`src/weekly_alarm_event_table_top_assert.svh`:
```
// assertion macros used by the weekly alarm event table datapath
// expects clk and arst_n in scope at the point of use
`ifndef WEEKLY_ALARM_EVENT_TABLE_TOP_ASSERT_SVH
`define WEEKLY_ALARM_EVENT_TABLE_TOP_ASSERT_SVH

// same-cycle implication
`define WAET_ASSERT_IMP(lbl, ante, cons) \
	lbl: assert property (@(posedge clk) disable iff (!arst_n) (ante) |-> (cons)) \
		else $error("weekly alarm table check failed");

// next-cycle implication
`define WAET_ASSERT_NXT(lbl, ante, cons) \
	lbl: assert property (@(posedge clk) disable iff (!arst_n) (ante) |=> (cons)) \
		else $error("weekly alarm table check failed");

`endif

```
`src/waet_pkg.sv`:
```
// shared types and codes of the weekly alarm event table
// no dependencies
package waet_pkg;

	localparam logic [1:0] CMD_ADD    = 2'd0;
	localparam logic [1:0] CMD_DELETE = 2'd1;
	localparam logic [1:0] CMD_TICK   = 2'd2;

	localparam logic [1:0] KIND_STATUS = 2'd0;
	localparam logic [1:0] KIND_ON     = 2'd1;
	localparam logic [1:0] KIND_OFF    = 2'd2;
	localparam logic [1:0] KIND_DONE   = 2'd3;

	localparam logic [1:0] STAT_OK    = 2'd0;
	localparam logic [1:0] STAT_FULL  = 2'd1;
	localparam logic [1:0] STAT_EMPTY = 2'd2;
	localparam logic [1:0] STAT_RANGE = 2'd3;

	typedef struct packed {
		logic [4:0] start_hour;
		logic [5:0] start_minute;
		logic [4:0] end_hour;
		logic [5:0] end_minute;
		logic [6:0] weekday_mask;
		logic       active;
	} entry_t;

	typedef struct packed {
		logic       load_in;
		logic       wr_add;
		logic       cnt_inc;
		logic       cnt_dec;
		logic       ptr_load_idx;
		logic       ptr_clear;
		logic       ptr_inc;
		logic       rd_next;
		logic       rd_cur;
		logic       wr_shift;
		logic       wr_tick;
		logic       emit;
		logic [1:0] emit_kind;
		logic [1:0] emit_status;
		logic       emit_slot;
		logic       emit_last;
	} dp_cmd_t;

	typedef struct packed {
		logic [1:0] cmd;
		logic       full;
		logic       empty;
		logic       idx_bad;
		logic       more_shift;
		logic       more_scan;
		logic       hit_on;
		logic       hit_off;
		logic       off_pend;
		logic       out_free;
	} dp_stat_t;

endpackage

```
`src/waet_dp.sv`:
```
// datapath: event memory, count, scan pointer, input latch and result register
// depends on waet_pkg and weekly_alarm_event_table_top_assert.svh
`include "weekly_alarm_event_table_top_assert.svh"

module waet_dp #(
	parameter int TABLE_DEPTH = 16
) (
	input  logic               clk,
	input  logic               arst_n,
	input  waet_pkg::dp_cmd_t  cmd_i,
	output waet_pkg::dp_stat_t stat_o,
	input  logic [1:0]         command,
	input  logic [4:0]         start_hour,
	input  logic [5:0]         start_minute,
	input  logic [4:0]         end_hour,
	input  logic [5:0]         end_minute,
	input  logic [6:0]         weekday_mask,
	input  logic [3:0]         delete_index,
	input  logic [4:0]         now_hour,
	input  logic [5:0]         now_minute,
	input  logic [6:0]         now_day_mask,
	output logic               out_valid,
	input  logic               out_stall,
	output logic [1:0]         kind,
	output logic [1:0]         status,
	output logic [3:0]         slot,
	output logic               last
);

	localparam int CNT_W = $clog2(TABLE_DEPTH + 1);
	localparam int IDX_W = (TABLE_DEPTH > 1) ? $clog2(TABLE_DEPTH) : 1;
	localparam int CMP_W = (CNT_W > 4) ? CNT_W : 4;

	waet_pkg::entry_t mem_q [TABLE_DEPTH];
	waet_pkg::entry_t rd_data_q;
	waet_pkg::entry_t new_q;
	waet_pkg::entry_t wr_data;

	logic [1:0]       cmd_q;
	logic [3:0]       idx_q;
	logic [4:0]       now_hour_q;
	logic [5:0]       now_minute_q;
	logic [6:0]       now_day_q;
	logic [CNT_W-1:0] count_q;
	logic [CNT_W-1:0] ptr_q;
	logic [CNT_W:0]   ptr_plus;
	logic [CMP_W-1:0] ptr_ext;
	logic [CMP_W-1:0] idx_ext;
	logic [CMP_W-1:0] count_ext;
	logic             off_q;

	logic             out_valid_q;
	logic [1:0]       kind_q;
	logic [1:0]       status_q;
	logic [3:0]       slot_q;
	logic             last_q;

	logic             start_eq;
	logic             end_eq;
	logic             hit_on;
	logic             act_mid;
	logic             hit_off;
	logic             wr_en;
	logic [IDX_W-1:0] wr_addr;
	logic [IDX_W-1:0] rd_addr;

	assign ptr_plus  = {1'b0, ptr_q} + 1'b1;
	assign ptr_ext   = CMP_W'(ptr_q);
	assign idx_ext   = CMP_W'(idx_q);
	assign count_ext = CMP_W'(count_q);

	// entry evaluation against the latched time
	assign start_eq = (rd_data_q.start_hour == now_hour_q) &&
		(rd_data_q.start_minute == now_minute_q);
	assign end_eq   = (rd_data_q.end_hour == now_hour_q) &&
		(rd_data_q.end_minute == now_minute_q);
	assign hit_on   = start_eq && ((rd_data_q.weekday_mask & now_day_q) != 7'd0) &&
		!rd_data_q.active;
	assign act_mid  = rd_data_q.active | hit_on;
	assign hit_off  = end_eq && act_mid;

	assign stat_o.cmd        = cmd_q;
	assign stat_o.full       = (count_q >= CNT_W'(TABLE_DEPTH));
	assign stat_o.empty      = (count_q == '0);
	assign stat_o.idx_bad    = (idx_ext >= count_ext);
	assign stat_o.more_shift = (ptr_plus < {1'b0, count_q});
	assign stat_o.more_scan  = (ptr_q < count_q);
	assign stat_o.hit_on     = hit_on;
	assign stat_o.hit_off    = hit_off;
	assign stat_o.off_pend   = off_q;
	assign stat_o.out_free   = !out_valid_q || !out_stall;

	// memory port selection
	always_comb begin
		wr_en   = cmd_i.wr_add | cmd_i.wr_shift | cmd_i.wr_tick;
		wr_addr = cmd_i.wr_add ? count_q[IDX_W-1:0] : ptr_q[IDX_W-1:0];
		rd_addr = cmd_i.rd_next ? ptr_plus[IDX_W-1:0] : ptr_q[IDX_W-1:0];
		wr_data = rd_data_q;
		if (cmd_i.wr_add) begin
			wr_data = new_q;
		end else if (cmd_i.wr_tick) begin
			wr_data.active = act_mid & ~hit_off;
		end
	end

	always_ff @(posedge clk) begin
		if (wr_en) begin
			mem_q[wr_addr] <= wr_data;
		end
		if (cmd_i.rd_next || cmd_i.rd_cur) begin
			rd_data_q <= mem_q[rd_addr];
		end
	end

	// input latch
	always_ff @(posedge clk) begin
		if (cmd_i.load_in) begin
			cmd_q               <= command;
			new_q.start_hour    <= start_hour;
			new_q.start_minute  <= start_minute;
			new_q.end_hour      <= end_hour;
			new_q.end_minute    <= end_minute;
			new_q.weekday_mask  <= weekday_mask;
			new_q.active        <= 1'b0;
			idx_q               <= delete_index;
			now_hour_q          <= now_hour;
			now_minute_q        <= now_minute;
			now_day_q           <= now_day_mask;
		end
		if (cmd_i.wr_tick) begin
			off_q <= hit_off;
		end
	end

	always_ff @(posedge clk or negedge arst_n) begin
		if (!arst_n) begin
			count_q <= '0;
			ptr_q   <= '0;
		end else begin
			if (cmd_i.cnt_inc) begin
				count_q <= count_q + 1'b1;
			end else if (cmd_i.cnt_dec) begin
				count_q <= count_q - 1'b1;
			end
			if (cmd_i.ptr_clear) begin
				ptr_q <= '0;
			end else if (cmd_i.ptr_load_idx) begin
				ptr_q <= CNT_W'(idx_q);
			end else if (cmd_i.ptr_inc) begin
				ptr_q <= ptr_plus[CNT_W-1:0];
			end
		end
	end

	// result register
	always_ff @(posedge clk or negedge arst_n) begin
		if (!arst_n) begin
			out_valid_q <= 1'b0;
		end else if (cmd_i.emit) begin
			out_valid_q <= 1'b1;
		end else if (!out_stall) begin
			out_valid_q <= 1'b0;
		end
	end

	always_ff @(posedge clk) begin
		if (cmd_i.emit) begin
			kind_q   <= cmd_i.emit_kind;
			status_q <= cmd_i.emit_status;
			slot_q   <= cmd_i.emit_slot ? ptr_ext[3:0] : 4'd0;
			last_q   <= cmd_i.emit_last;
		end
	end

	assign out_valid = out_valid_q;
	assign kind      = kind_q;
	assign status    = status_q;
	assign slot      = slot_q;
	assign last      = last_q;

	`WAET_ASSERT_IMP(a_count_bound, 1'b1, count_q <= CNT_W'(TABLE_DEPTH))
	`WAET_ASSERT_IMP(a_emit_free, cmd_i.emit, !out_valid_q || !out_stall)
	`WAET_ASSERT_IMP(a_write_in_use, cmd_i.wr_shift || cmd_i.wr_tick, ptr_q < count_q)
	`WAET_ASSERT_NXT(a_dec_step, cmd_i.cnt_dec, count_q == $past(count_q) - 1'b1)

endmodule

```
`src/waet_ctrl.sv`:
```
// controller: command sequencing for add, delete shift and tick scan
// depends on waet_pkg
module waet_ctrl (
	input  logic               clk,
	input  logic               arst_n,
	input  logic               in_valid,
	output logic               in_stall,
	input  waet_pkg::dp_stat_t stat_i,
	output waet_pkg::dp_cmd_t  cmd_o
);

	typedef enum logic [3:0] {
		ST_IDLE,
		ST_DISPATCH,
		ST_DEL_RD,
		ST_DEL_WR,
		ST_TICK_RD,
		ST_TICK_EVAL,
		ST_TICK_ON,
		ST_TICK_OFF,
		ST_EMIT_STATUS,
		ST_EMIT_DONE
	} state_t;

	state_t     state_q;
	state_t     state_n;
	logic [1:0] code_q;
	logic [1:0] code_n;
	logic       code_set;

	assign in_stall = (state_q != ST_IDLE);

	always_comb begin
		cmd_o    = '0;
		state_n  = state_q;
		code_n   = waet_pkg::STAT_OK;
		code_set = 1'b0;
		case (state_q)
			ST_IDLE: begin
				if (in_valid) begin
					cmd_o.load_in = 1'b1;
					state_n       = ST_DISPATCH;
				end
			end
			ST_DISPATCH: begin
				case (stat_i.cmd)
					waet_pkg::CMD_ADD: begin
						code_set = 1'b1;
						state_n  = ST_EMIT_STATUS;
						if (stat_i.full) begin
							code_n = waet_pkg::STAT_FULL;
						end else begin
							cmd_o.wr_add  = 1'b1;
							cmd_o.cnt_inc = 1'b1;
						end
					end
					waet_pkg::CMD_DELETE: begin
						if (stat_i.empty) begin
							code_set = 1'b1;
							code_n   = waet_pkg::STAT_EMPTY;
							state_n  = ST_EMIT_STATUS;
						end else if (stat_i.idx_bad) begin
							code_set = 1'b1;
							code_n   = waet_pkg::STAT_RANGE;
							state_n  = ST_EMIT_STATUS;
						end else begin
							cmd_o.ptr_load_idx = 1'b1;
							state_n            = ST_DEL_RD;
						end
					end
					waet_pkg::CMD_TICK: begin
						cmd_o.ptr_clear = 1'b1;
						state_n         = ST_TICK_RD;
					end
					default: begin
						state_n = ST_IDLE;
					end
				endcase
			end
			ST_DEL_RD: begin
				if (stat_i.more_shift) begin
					cmd_o.rd_next = 1'b1;
					state_n       = ST_DEL_WR;
				end else begin
					cmd_o.cnt_dec = 1'b1;
					code_set      = 1'b1;
					state_n       = ST_EMIT_STATUS;
				end
			end
			ST_DEL_WR: begin
				cmd_o.wr_shift = 1'b1;
				cmd_o.ptr_inc  = 1'b1;
				state_n        = ST_DEL_RD;
			end
			ST_TICK_RD: begin
				if (stat_i.more_scan) begin
					cmd_o.rd_cur = 1'b1;
					state_n      = ST_TICK_EVAL;
				end else begin
					state_n = ST_EMIT_DONE;
				end
			end
			ST_TICK_EVAL: begin
				cmd_o.wr_tick = 1'b1;
				if (stat_i.hit_on) begin
					state_n = ST_TICK_ON;
				end else if (stat_i.hit_off) begin
					state_n = ST_TICK_OFF;
				end else begin
					cmd_o.ptr_inc = 1'b1;
					state_n       = ST_TICK_RD;
				end
			end
			ST_TICK_ON: begin
				if (stat_i.out_free) begin
					cmd_o.emit      = 1'b1;
					cmd_o.emit_kind = waet_pkg::KIND_ON;
					cmd_o.emit_slot = 1'b1;
					if (stat_i.off_pend) begin
						state_n = ST_TICK_OFF;
					end else begin
						cmd_o.ptr_inc = 1'b1;
						state_n       = ST_TICK_RD;
					end
				end
			end
			ST_TICK_OFF: begin
				if (stat_i.out_free) begin
					cmd_o.emit      = 1'b1;
					cmd_o.emit_kind = waet_pkg::KIND_OFF;
					cmd_o.emit_slot = 1'b1;
					cmd_o.ptr_inc   = 1'b1;
					state_n         = ST_TICK_RD;
				end
			end
			ST_EMIT_STATUS: begin
				if (stat_i.out_free) begin
					cmd_o.emit        = 1'b1;
					cmd_o.emit_kind   = waet_pkg::KIND_STATUS;
					cmd_o.emit_status = code_q;
					cmd_o.emit_last   = 1'b1;
					state_n           = ST_IDLE;
				end
			end
			ST_EMIT_DONE: begin
				if (stat_i.out_free) begin
					cmd_o.emit      = 1'b1;
					cmd_o.emit_kind = waet_pkg::KIND_DONE;
					cmd_o.emit_last = 1'b1;
					state_n         = ST_IDLE;
				end
			end
			default: begin
				state_n = ST_IDLE;
			end
		endcase
	end

	always_ff @(posedge clk or negedge arst_n) begin
		if (!arst_n) begin
			state_q <= ST_IDLE;
			code_q  <= waet_pkg::STAT_OK;
		end else begin
			state_q <= state_n;
			if (code_set) begin
				code_q <= code_n;
			end
		end
	end

endmodule

```
`src/weekly_alarm_event_table_top.sv`:
```
// Weekly alarm event table. Holds up to TABLE_DEPTH events in a single-port
// memory with registered read; add appends, delete closes the gap, tick scans
// from slot 0 and reports switch-on and switch-off results, then a finish
// result. One item is worked on at a time. Delete takes a memory read and a
// write-back through the one memory port for each entry shifted down, and tick
// does so for each stored entry, with an emit state for each on or off result.
// The next item is taken while the last result still waits in the output
// register. No clearing pass.
// depends on waet_pkg, waet_ctrl and waet_dp
module weekly_alarm_event_table_top #(
	parameter int TABLE_DEPTH = 16
) (
	input  logic       clk,
	input  logic       arst_n,
	input  logic       in_valid,
	output logic       in_stall,
	input  logic [1:0] command,
	input  logic [4:0] start_hour,
	input  logic [5:0] start_minute,
	input  logic [4:0] end_hour,
	input  logic [5:0] end_minute,
	input  logic [6:0] weekday_mask,
	input  logic [3:0] delete_index,
	input  logic [4:0] now_hour,
	input  logic [5:0] now_minute,
	input  logic [6:0] now_day_mask,
	output logic       out_valid,
	input  logic       out_stall,
	output logic [1:0] kind,
	output logic [1:0] status,
	output logic [3:0] slot,
	output logic       last
);

	waet_pkg::dp_cmd_t  dp_cmd;
	waet_pkg::dp_stat_t dp_stat;

	waet_ctrl u_ctrl (
		.clk      (clk),
		.arst_n   (arst_n),
		.in_valid (in_valid),
		.in_stall (in_stall),
		.stat_i   (dp_stat),
		.cmd_o    (dp_cmd)
	);

	waet_dp #(
		.TABLE_DEPTH (TABLE_DEPTH)
	) u_dp (
		.clk          (clk),
		.arst_n       (arst_n),
		.cmd_i        (dp_cmd),
		.stat_o       (dp_stat),
		.command      (command),
		.start_hour   (start_hour),
		.start_minute (start_minute),
		.end_hour     (end_hour),
		.end_minute   (end_minute),
		.weekday_mask (weekday_mask),
		.delete_index (delete_index),
		.now_hour     (now_hour),
		.now_minute   (now_minute),
		.now_day_mask (now_day_mask),
		.out_valid    (out_valid),
		.out_stall    (out_stall),
		.kind         (kind),
		.status       (status),
		.slot         (slot),
		.last         (last)
	);

endmodule

```
`config.mk`:
```
export PLATFORM = sky130hd
export DESIGN_NAME = weekly_alarm_event_table_top
export DESIGN_NICKNAME = d
export VERILOG_FILES = /design/src/waet_pkg.sv /design/src/waet_dp.sv /design/src/waet_ctrl.sv /design/src/weekly_alarm_event_table_top.sv
export VERILOG_INCLUDE_DIRS = /design/src /design/src/src
export SDC_FILE = /design/constraint.sdc
export NUM_CORES = 1
export LEC_CHECK = 0
export BUFFER_PORTS_ARGS = -buffer_cell sky130_fd_sc_hd__buf_2
export CELL_PAD_IN_SITES_DETAIL_PLACEMENT = 2
export CELL_PAD_IN_SITES_GLOBAL_PLACEMENT = 2
export CORE_UTILIZATION = 46
export DETAILED_ROUTE_END_ITERATION = 7
export PLACE_DENSITY_LB_ADDON = 0.2
export SLEW_MARGIN = 20
export SYNTH_ARGS = -nofsm -noshare
export SYNTH_HDL_FRONTEND = slang
export SYNTH_SLANG_ARGS = --single-unit
```
`constraint.sdc`:
```
create_clock -name clk -period 5.02 [get_ports clk]
set_input_delay 1.004 -clock clk [delete_from_list [all_inputs] [get_ports clk]]
set_output_delay 1.004 -clock clk [all_outputs]
set_load 0.05 [all_outputs]
```
[Word-level counts from Yosys, hierarchy flattened]
Memories as Yosys holds them, arrays and structs flattened. A register that Yosys moved wholly into a read port is not among the register bits.
Cells that the tools add are included.
Operators by class
  multiplexer cells: 66
  add/sub/neg operators: 3
  eq/ne operators: 20
  bitwise operators: 6
  reduce and logical (&&, ||, !) cells: 21
  $lt $le $gt $ge: 4
Operators by type and width (count)
  2-to-1 mux 4 bit: 10
  case mux 4 bit (9 select lines): 1
  2-to-1 mux 5 bit: 6
  2-to-1 mux 1 bit: 29
  2-to-1 mux 29 bit: 1
  2-to-1 mux 2 bit: 10
  == test 4 x 3 -> 1 bit (second input constant): 4
  == test 6 bit: 2
  case mux 3 bit (4 select lines): 1
  case mux 4 bit (3 select lines): 1
  == test 5 bit: 2
  2-to-1 mux 3 bit: 3
  == test 4 x 2 -> 1 bit (second input constant): 2
  == test 4 bit (second input constant): 2
  bitwise AND 7 bit: 1
  nonzero test 7 bit: 1
  adder 5 x 1 -> 6 bit (second input constant): 1
  < comparator 6 x 5 -> 1 bit: 1
  != test 2 bit (second input constant): 3
  adder 5 x 1 -> 5 bit (second input constant): 1
  greater-or-equal comparator 4 x 5 -> 1 bit: 1
  greater-or-equal comparator 5 bit (second input constant): 1
  logical AND 1 bit: 5
  zero test 5 bit: 1
  other kinds (22): 30
Storage, ports and cells
  register bits after elaboration: 80
  input port bits: 57
  memory bits (writable): 480
  logic and storage cells: 141
  memories: 1
Memories
  u_dp.mem_q: words 16, bits a word 30, rd ports 1, clocked after memory_dff 1, wr ports 1, line waet_dp.sv:34  | waet_pkg::entry_t mem_q [TABLE_DEPTH];

[Logic depth before layout (Yosys ltp)]
Gate-level depths: netlist (run 1).
  depth after elaboration: 12
  depth in mapped cells: 17
  gate-level depth less buffers: 12

[Modules after synthesis]
From an unflattened synthesis (run 1), not the netlist that was laid out.
Unflattened totals
  cell total of the unflattened synthesis: 1211
  area, all modules: 23377.4 um^2
Modules (own cells, without submodules)
  waet_dp: sequential area each 17481.8 um^2, area an instance 22786.9 um^2, cells each 1130, instances 1
  waet_ctrl: sequential area each 150.1 um^2, area an instance 590.6 um^2, cells each 81, instances 1

[Worst setup path after synthesis (run 1)]
No wires, ideal clock.
  path type: register to register
  from: register u_dp.ptr_q[1], in the netlist u_dp.ptr_ext[1]
  to: register u_dp.rd_data_q[0] (netlist name)
  arrival time: 3.974 ns
  buffers on the path: 5
  stages on the path, launching flop included: 15
  slack: 0.588 ns
  data required time: 4.561 ns
  cells stage by stage: dfrtp_1 -> clkbuf_1 -> inv_1 -> nor2_1 -> nand2_1 -> xnor2_1 -> ha_1 -> or3_1 -> o221ai_1 -> nand2_1 -> buf_2 -> buf_2 -> buf_2 -> clkbuf_1 -> o21ai_0
Between the ends
  word-level cells in the longest chain between the ends: 5
Ends and longest elaborated chain
  start: declaration: line waet_dp.sv:45  | logic [CNT_W-1:0] ptr_q;
  start signal: assignment: line waet_dp.sv:148  | ptr_q <= CNT_W'(idx_q);
  start signal: assignment: line waet_dp.sv:150  | ptr_q <= ptr_plus[CNT_W-1:0];
  adder 5 x 1 -> 6 bit: line waet_dp.sv:67  | assign ptr_plus = {1'b0, ptr_q} + 1'b1;
  < comparator 6 x 5 -> 1 bit: line waet_dp.sv:86  | assign stat_o.more_shift = (ptr_plus < {1'b0, count_q});
  2-to-1 mux 1 bit: line waet_ctrl.sv:81  | if (stat_i.more_shift) begin
  2-to-1 mux 1 bit: line waet_ctrl.sv:38  | case (state_q)
  2-to-1 mux 4 bit / logical OR 1 bit (equally long branches): line waet_dp.sv:97, waet_dp.sv:110
Parallel ways exist; a longest one is shown, timed or not.
A chain may end at the register's enable or synchronous reset.

[Worst setup path in the final report (run 1)]
  from: register u_dp.ptr_q[0], in the netlist u_dp.ptr_ext[0]
  to: register u_dp.rd_data_q[18] (netlist name)
Between the ends
  word-level cells in the longest chain between the ends: 5
Ends and longest elaborated chain (line)
  adder 5 x 1 -> 6 bit: waet_dp.sv:67
  < comparator 6 x 5 -> 1 bit: waet_dp.sv:86
  2-to-1 mux 1 bit: waet_ctrl.sv:81
  2-to-1 mux 1 bit: waet_ctrl.sv:38
  2-to-1 mux 4 bit / logical OR 1 bit (equally long branches): waet_dp.sv:97, waet_dp.sv:110
Parallel ways exist; a longest one is shown, timed or not.

==> impl_metrics.yaml, run 1 <==
sta:
  maxSlewHeadroom_pct: 24.2
  finClkSkew_ns: 0.0440
  final_hold_viol_count: 0
  setup_violations: 0
  tightestPinTransition_ns: 1.14
  hold_slack_ns: 0.297
  min_period_ns: 4.84
  post-route-period-util_pct: 96.3
  fmax_mhz: 207
  slew_violations: 0
  rsz0062_at_grt: "no"
  setup-tns-final_ns: 0
drt:
  avgRoutedWirePerCell_um: 39.0
  drc_errors: 0
  num_vias: 18700
  detail_route.iter0.violations: 2285
  antenna_left: 0
  dr.pass1.iters: 5
  avgViaCountPerCell: 7.24
  routed_wl_um: 101000
grt:
  grt_pass1_vias: 20300
  overflow: 0
  antenna_found_initial: 3
  grt_start_max_net_pins: 85
  grt_pass1_wl_um: 145000
  grtUsageTotal_pct: 36.2
floorplan:
  start_util_pct: 46.8
  die-width_um: 236
  coreArea_mm2: 0.0540
  num_rows: 85
  ios: 68
  die-height_um: 236
  dieArea_mm2: 0.0559
power_and_ir_drop:
  p_switching_w: 0.00777
  p_seq_share_pct: 38.5
  vdd_drop_max_mv: 0.375
  p_int_w: 0.0113
  p_clk_share_pct: 23.8
  p_leak_nw: 9.29
  pwr-share-comb_pct: 37.7
  power.density_mw_per_mm2: 668
  switching_share_pct: 40.7
clock_tree:
  clk_latency_ns: 0.67
  hold_buffers: 0
  htreeDepth: 2
  cts_buffers: 61
  clock_path_buffers: 3
  clk_pin_slew_ns: 0.07
  root_buffer: "clkbuf_16"
  cts_tree: "built"
  clock_sinks: 590
  cts_setup_buffers: 0
  cts_resized: 0
setup_path:
  endpoint_kind: "flop"
  crit_path_start_kind: "flop"
  cp.required_ns: 5.40
  path_class: "flop to flop"
  worstPathArrival_ns: 5.21
  crit_fanout: 64
placement:
  io_buffer_count: 67
  gp_congestion: 0.818
  dp_hpwl_um: 56300
synth:
  syn_avg_cell_area_um2: 14.3
  synth.distinct_cells: 74
  ys_ff_latch: 590
  post-synth-top-count-cell: "edfxtp_1"
  yosys_warnings: 0
  synth_nets: 1843
  yosys-top-cells-area: "edfxtp_1 68%, o221ai_1 3.9%, o22ai_1 3.3%"
  synth_top_cell_by_area: "edfxtp_1"
  yosys.area.top_type_share_pct: 68.1
  synth_edf_count: 573
  ys_async_sr_fraction_pct: 2.88
  yosysSeqAreaShare_pct: 69.7
  syn_inst: 1769
  synth_commonest_cells: "573 x edfxtp_1, 137 x nand2_1, 135 x o22ai_1, 113 x o221ai_1, 86 x nor2_1"
  syn-cell-area_mm2: 0.0253
  ys.flop_type: "edfxtp_1"
run_status:
  status: "complete, no violations"
finish:
  area_growth_pct: 13.1
  drive_gt1_share_pct: 17.0
  fin_nets: 1907
  n_fill_cell: 4911
job:
  max_cap_viol_count: 0
worst_hold_path:
  hold_path.class: "input pin to async pin"
cells by family (layout without fill, tap and decap cells):
group	after synthesis	count (layout)	share of synthesized area (%)
other	0	1	0
AND/OR/NAND/NOR	389	389	7.53
multiplexers	77	77	3.33
flip-flops	590	590	69.7
adder cells (fa/ha/maj)	17	17	0.871
AO/OA/AOI/OAI	523	523	15.1
buffers and inverters	144	258	2.46
XOR/XNOR	29	29	1.00
state kept, by name, indices dropped and copies added, names as in the netlist, 4 cells and up:
signal	flops
u_dp.now_minute_q	6
u_dp.slot	4
u_dp.idx_q	4
u_dp.ptr_ext	5
u_dp.rd_data_q	30
u_dp.mem_q	480
u_dp.count_ext	5
u_ctrl.state_q	4
u_dp.now_day_q	7
u_dp.now_hour_q	5
u_dp.new_q	29
power by group through the flow:
stage	registers, W	clock network (W)	logic, W
floorplan	0.00717	0	0.00411
finish	0.00735	0.00455	0.00720
global route	0.00738	0.00471	0.00748
CTS	0.00733	0.00458	0.00706
global placement	0.00734	0	0.00632
detailed placement	0.00740	0	0.00686
metal layers:
metal	vias up	global-route usage [%]	share of wire [%]
met3	323	5.83	8.5
met1	9803	46.0	38
met4	2	18.4	5.1
li1	7356	-	-
met2	1207	59.9	49
met5	-	0	0.0079
layout make-up:
cell class / instances / area, um2 / area share [%]
Tap cell: 696 / 871 / 3.05
Antenna cell: 1 / 2.50 / 0.00875
Sequential cell: 590 / 17600 / 61.7
Multi-Input combinational cell: 1035 / 7230 / 25.3
Inverter: 12 / 45.0 / 0.158
Clock inverter: 30 / 283 / 0.989
Clock buffer: 83 / 1620 / 5.66
Timing Repair Buffer: 133 / 908 / 3.18
critical path, stage by stage (launching register included):
cell	delay, ns
dfrtp_4	0.50
ha_1	0.21
buf_4	0.18
xor2_1	0.18
ha_1	0.24
or3_1	0.44
o221ai_1	0.55
nand3_4	0.61
buf_12	0.43
buf_4	0.30
o221ai_1	0.23
o21ai_0	0.21
o211ai_1	0.23
nand4_1	0.17
final timing paths:
check	start	to	slack [ns]	cells past startpoint
worst max-delay path	u_dp.ptr_ext[0]	u_dp.rd_data_q[18]	0.18	13
min in group clk	end_minute[1]	u_dp.new_q[9]	0.52	1
worst max register to register	u_dp.ptr_ext[0]	u_dp.rd_data_q[18]	0.18	13
max in group asynchronous	arst_n	u_dp.ptr_ext[0]	4.37	1
worst min-delay path	arst_n	u_dp.ptr_ext[0]	0.30	1
worst min register to register	u_ctrl.code_q[0]	u_ctrl.code_q[0]	0.60	2
per-stage QoR:
stage / util, % / worst slack (ns) / std cells / area, um2 / total power [W]
2_1_floorplan: - / 0.588 / 1769 / 25300 / 0.0113
3_3_place_gp: 49.3 / 0.656 / 2464 / 26700 / 0.0137
3_5_place_dp: 49.4 / 0.417 / 2466 / 26700 / 0.0143
4_1_cts: 52.9 / 0.268 / 2579 / 28600 / 0.0190
5_1_grt: 52.9 / 0.0721 / 2580 / 28600 / 0.0196
6_report: 52.9 / 0.184 / 2580 / 28600 / 0.0191
cell usage in the layout, fill, tap and decap left out, types with 21 or more instances in the layout:
cell / count
edfxtp_1: 573
o211ai_1: 29
nand2_1: 136
o22ai_1: 134
clkbuf_16: 61
a21oi_1: 61
mux2_2: 57
o221ai_1: 113
buf_2: 67
clkbuf_1: 21
nor2_1: 70
o21ai_0: 38
buf_4: 59
nor3_1: 40
or4_1: 23
o22a_1: 41
xor2_1: 27
nor4_1: 28
(Power assumes the default switching activity.)
==> inputs of run 2 (changes only) <==
--- a/config.mk
+++ b/config.mk
@@ -7,9 +7,10 @@
 export NUM_CORES = 1
 export LEC_CHECK = 0
 export BUFFER_PORTS_ARGS = -buffer_cell sky130_fd_sc_hd__buf_2
+export CAP_MARGIN = 0
 export CELL_PAD_IN_SITES_DETAIL_PLACEMENT = 2
 export CELL_PAD_IN_SITES_GLOBAL_PLACEMENT = 2
-export CORE_UTILIZATION = 46
+export CORE_UTILIZATION = 49
 export DETAILED_ROUTE_END_ITERATION = 7
 export PLACE_DENSITY_LB_ADDON = 0.2
 export SLEW_MARGIN = 20
==> constraint.sdc (replaced) <==
create_clock -name clk -period 5.97 [get_ports clk]
set_input_delay 1.194 -clock clk [delete_from_list [all_inputs] [get_ports clk]]
set_output_delay 1.194 -clock clk [all_outputs]
set_load 0.05 [all_outputs]
==> impl_metrics.yaml, run 2 (synthesis gave the netlist of run 1 again) <==
setup_path:
  endpoint_kind: "flop"
  crit_fanout: 34
  crit_path_start_kind: "flop"
  cp.required_ns: 6.45
  path_class: "flop to flop"
  worstPathArrival_ns: 5.90
placement:
  io_buffer_count: 67
  pre_cts_ws_ns: 0.716
  gp_congestion: 0.823
  dp_hpwl_um: 57300
  place_inst: 2428
finish:
  largest-register: "u_dp.mem_q"
  n_antenna_cell: 0
  area_growth_pct: 12.2
  final_common_cell: "edfxtp_1"
  reg.largest.list: "u_dp.mem_q x480, u_dp.rd_data_q x30, u_dp.new_q x29"
  n_fill_cell: 4485
  fin_cells: 2538
  final_cell_mix: "573 x edfxtp_1, 136 x nand2_1, 134 x o22ai_1, 113 x o221ai_1, 70 x nor2_1"
  drive_gt1_share_pct: 16.3
  fin_nets: 1891
  largest_reg_flops: 480
grt:
  grt_pass1_wl_um: 143000
  antenna_found_initial: 0
  grt_pass1_vias: 20100
  grtUsageTotal_pct: 37.8
  grt_start_max_net_pins: 99
  overflow: 0
sta:
  setup_ws_ns: 0.546
  maxSlewHeadroom_pct: 21.2
  finClkSkew_ns: 0.0211
  tightestPinTransition_ns: 1.18
  setup_violations: 0
  min_period_ns: 5.42
  post-route-period-util_pct: 90.9
  fmax_mhz: 184
  final_hold_viol_count: 0
  slew_violations: 0
  rsz0062_at_grt: "no"
  setup-tns-final_ns: 0
power_and_ir_drop:
  p_leak_nw: 9.19
  vdd_drop_max_mv: 0.313
  power.density_mw_per_mm2: 559
worst_hold_path:
  hold_path.class: "input pin to async pin"
run_status:
  status: "complete, no violations"
drt:
  detail_route.iter0.violations: 2185
  antenna_left: 0
  routed_wl_um: 99300
  dr.pass1.iters: 5
  avgRoutedWirePerCell_um: 39.1
  num_vias: 18600
  drc_errors: 0
  avgViaCountPerCell: 7.32
clock_tree:
  cts_tree: "built"
  clk_pin_slew_ns: 0.08
  cts_buffers: 59
  htreeDepth: 2
  cts_resized: 0
  root_buffer: "clkbuf_16"
  hold_buffers: 0
  cts_setup_buffers: 0
  clock_sinks: 590
  clk_latency_ns: 0.63
  clock_path_buffers: 3
floorplan:
  start_util_pct: 50.1
  num_rows: 82
  coreArea_mm2: 0.0505
  ios: 68
  dieArea_mm2: 0.0525
  die-width_um: 229
  die-height_um: 229
job:
  max_cap_viol_count: 0
[run 2: worst paths after layout]
kind	from	end	slack [ns]	cells after the start
max in group asynchronous	arst_n	u_dp.ptr_ext[0]	5.07	1
min in group clk	u_ctrl.code_q[1]	u_ctrl.code_q[1]	0.56	2
hold reg to reg	u_ctrl.code_q[1]	u_ctrl.code_q[1]	0.56	2
hold / removal	arst_n	u_dp.ptr_ext[3]	0.52	1
setup reg to reg	u_dp.ptr_ext[0]	u_dp.rd_data_q[5]	0.55	10
setup / recovery	u_dp.ptr_ext[0]	u_dp.rd_data_q[5]	0.55	10
[run 2: area by class of cell]
class | instances | area, um2 | share of cell area, %
clock buffer | 74 | 1530 | 5.40
clock inverter | 36 | 293 | 1.03
inverter | 12 | 45.0 | 0.159
multi-input combinational | 1035 | 7230 | 25.5
sequential | 590 | 17600 | 62.2
tap | 672 | 841 | 2.96
timing repair buffer | 119 | 796 | 2.80
[run 2: worst max-delay path, stage by stage (launching register included)]
cell      delay, ns
dfrtp_4        0.75
ha_1           0.56
xor2_1         0.17
ha_1           0.25
or3_1          0.43
o221ai_1       0.53
nand2_2        0.62
nor4_2         0.56
a211o_1        0.84
o211ai_1       0.32
nand4_1        0.20
[run 2: report_power, final]
group / leakage [nW] / switching, W / internal [W]
clock: 0.900 / 0.00168 / 0.00203
combinational: 2.90 / 0.00426 / 0.00167
sequential: 5.39 / 0.000513 / 0.00572
[run 2: metal layers]
| metal | up-vias | share of wire (%) | track usage, % |
|---|---|---|---|
| met5 | - | 0 | 0 |
| met4 | 0 | 5.9 | 21.0 |
| met2 | 1223 | 49 | 62.9 |
| met1 | 9655 | 38 | 46.9 |
| li1 | 7316 | - | - |
| met3 | 372 | 7.8 | 6.45 |
[run 2: through the flow]
| stage | power (W) | util (%) | hold slack [ns] | area (um2) |
|---|---|---|---|---|
| 3_3_place_gp | 0.0113 | 52.5 | 0.517 | 26500 |
| 3_5_place_dp | 0.0119 | 52.6 | 0.517 | 26500 |
| 2_1_floorplan | 0.00948 | - | 0.479 | 25300 |
| 5_1_grt | 0.0162 | 56.2 | 0.549 | 28400 |
| 6_report | 0.0159 | 56.2 | 0.523 | 28400 |
| 4_1_cts | 0.0157 | 56.2 | 0.516 | 28400 |
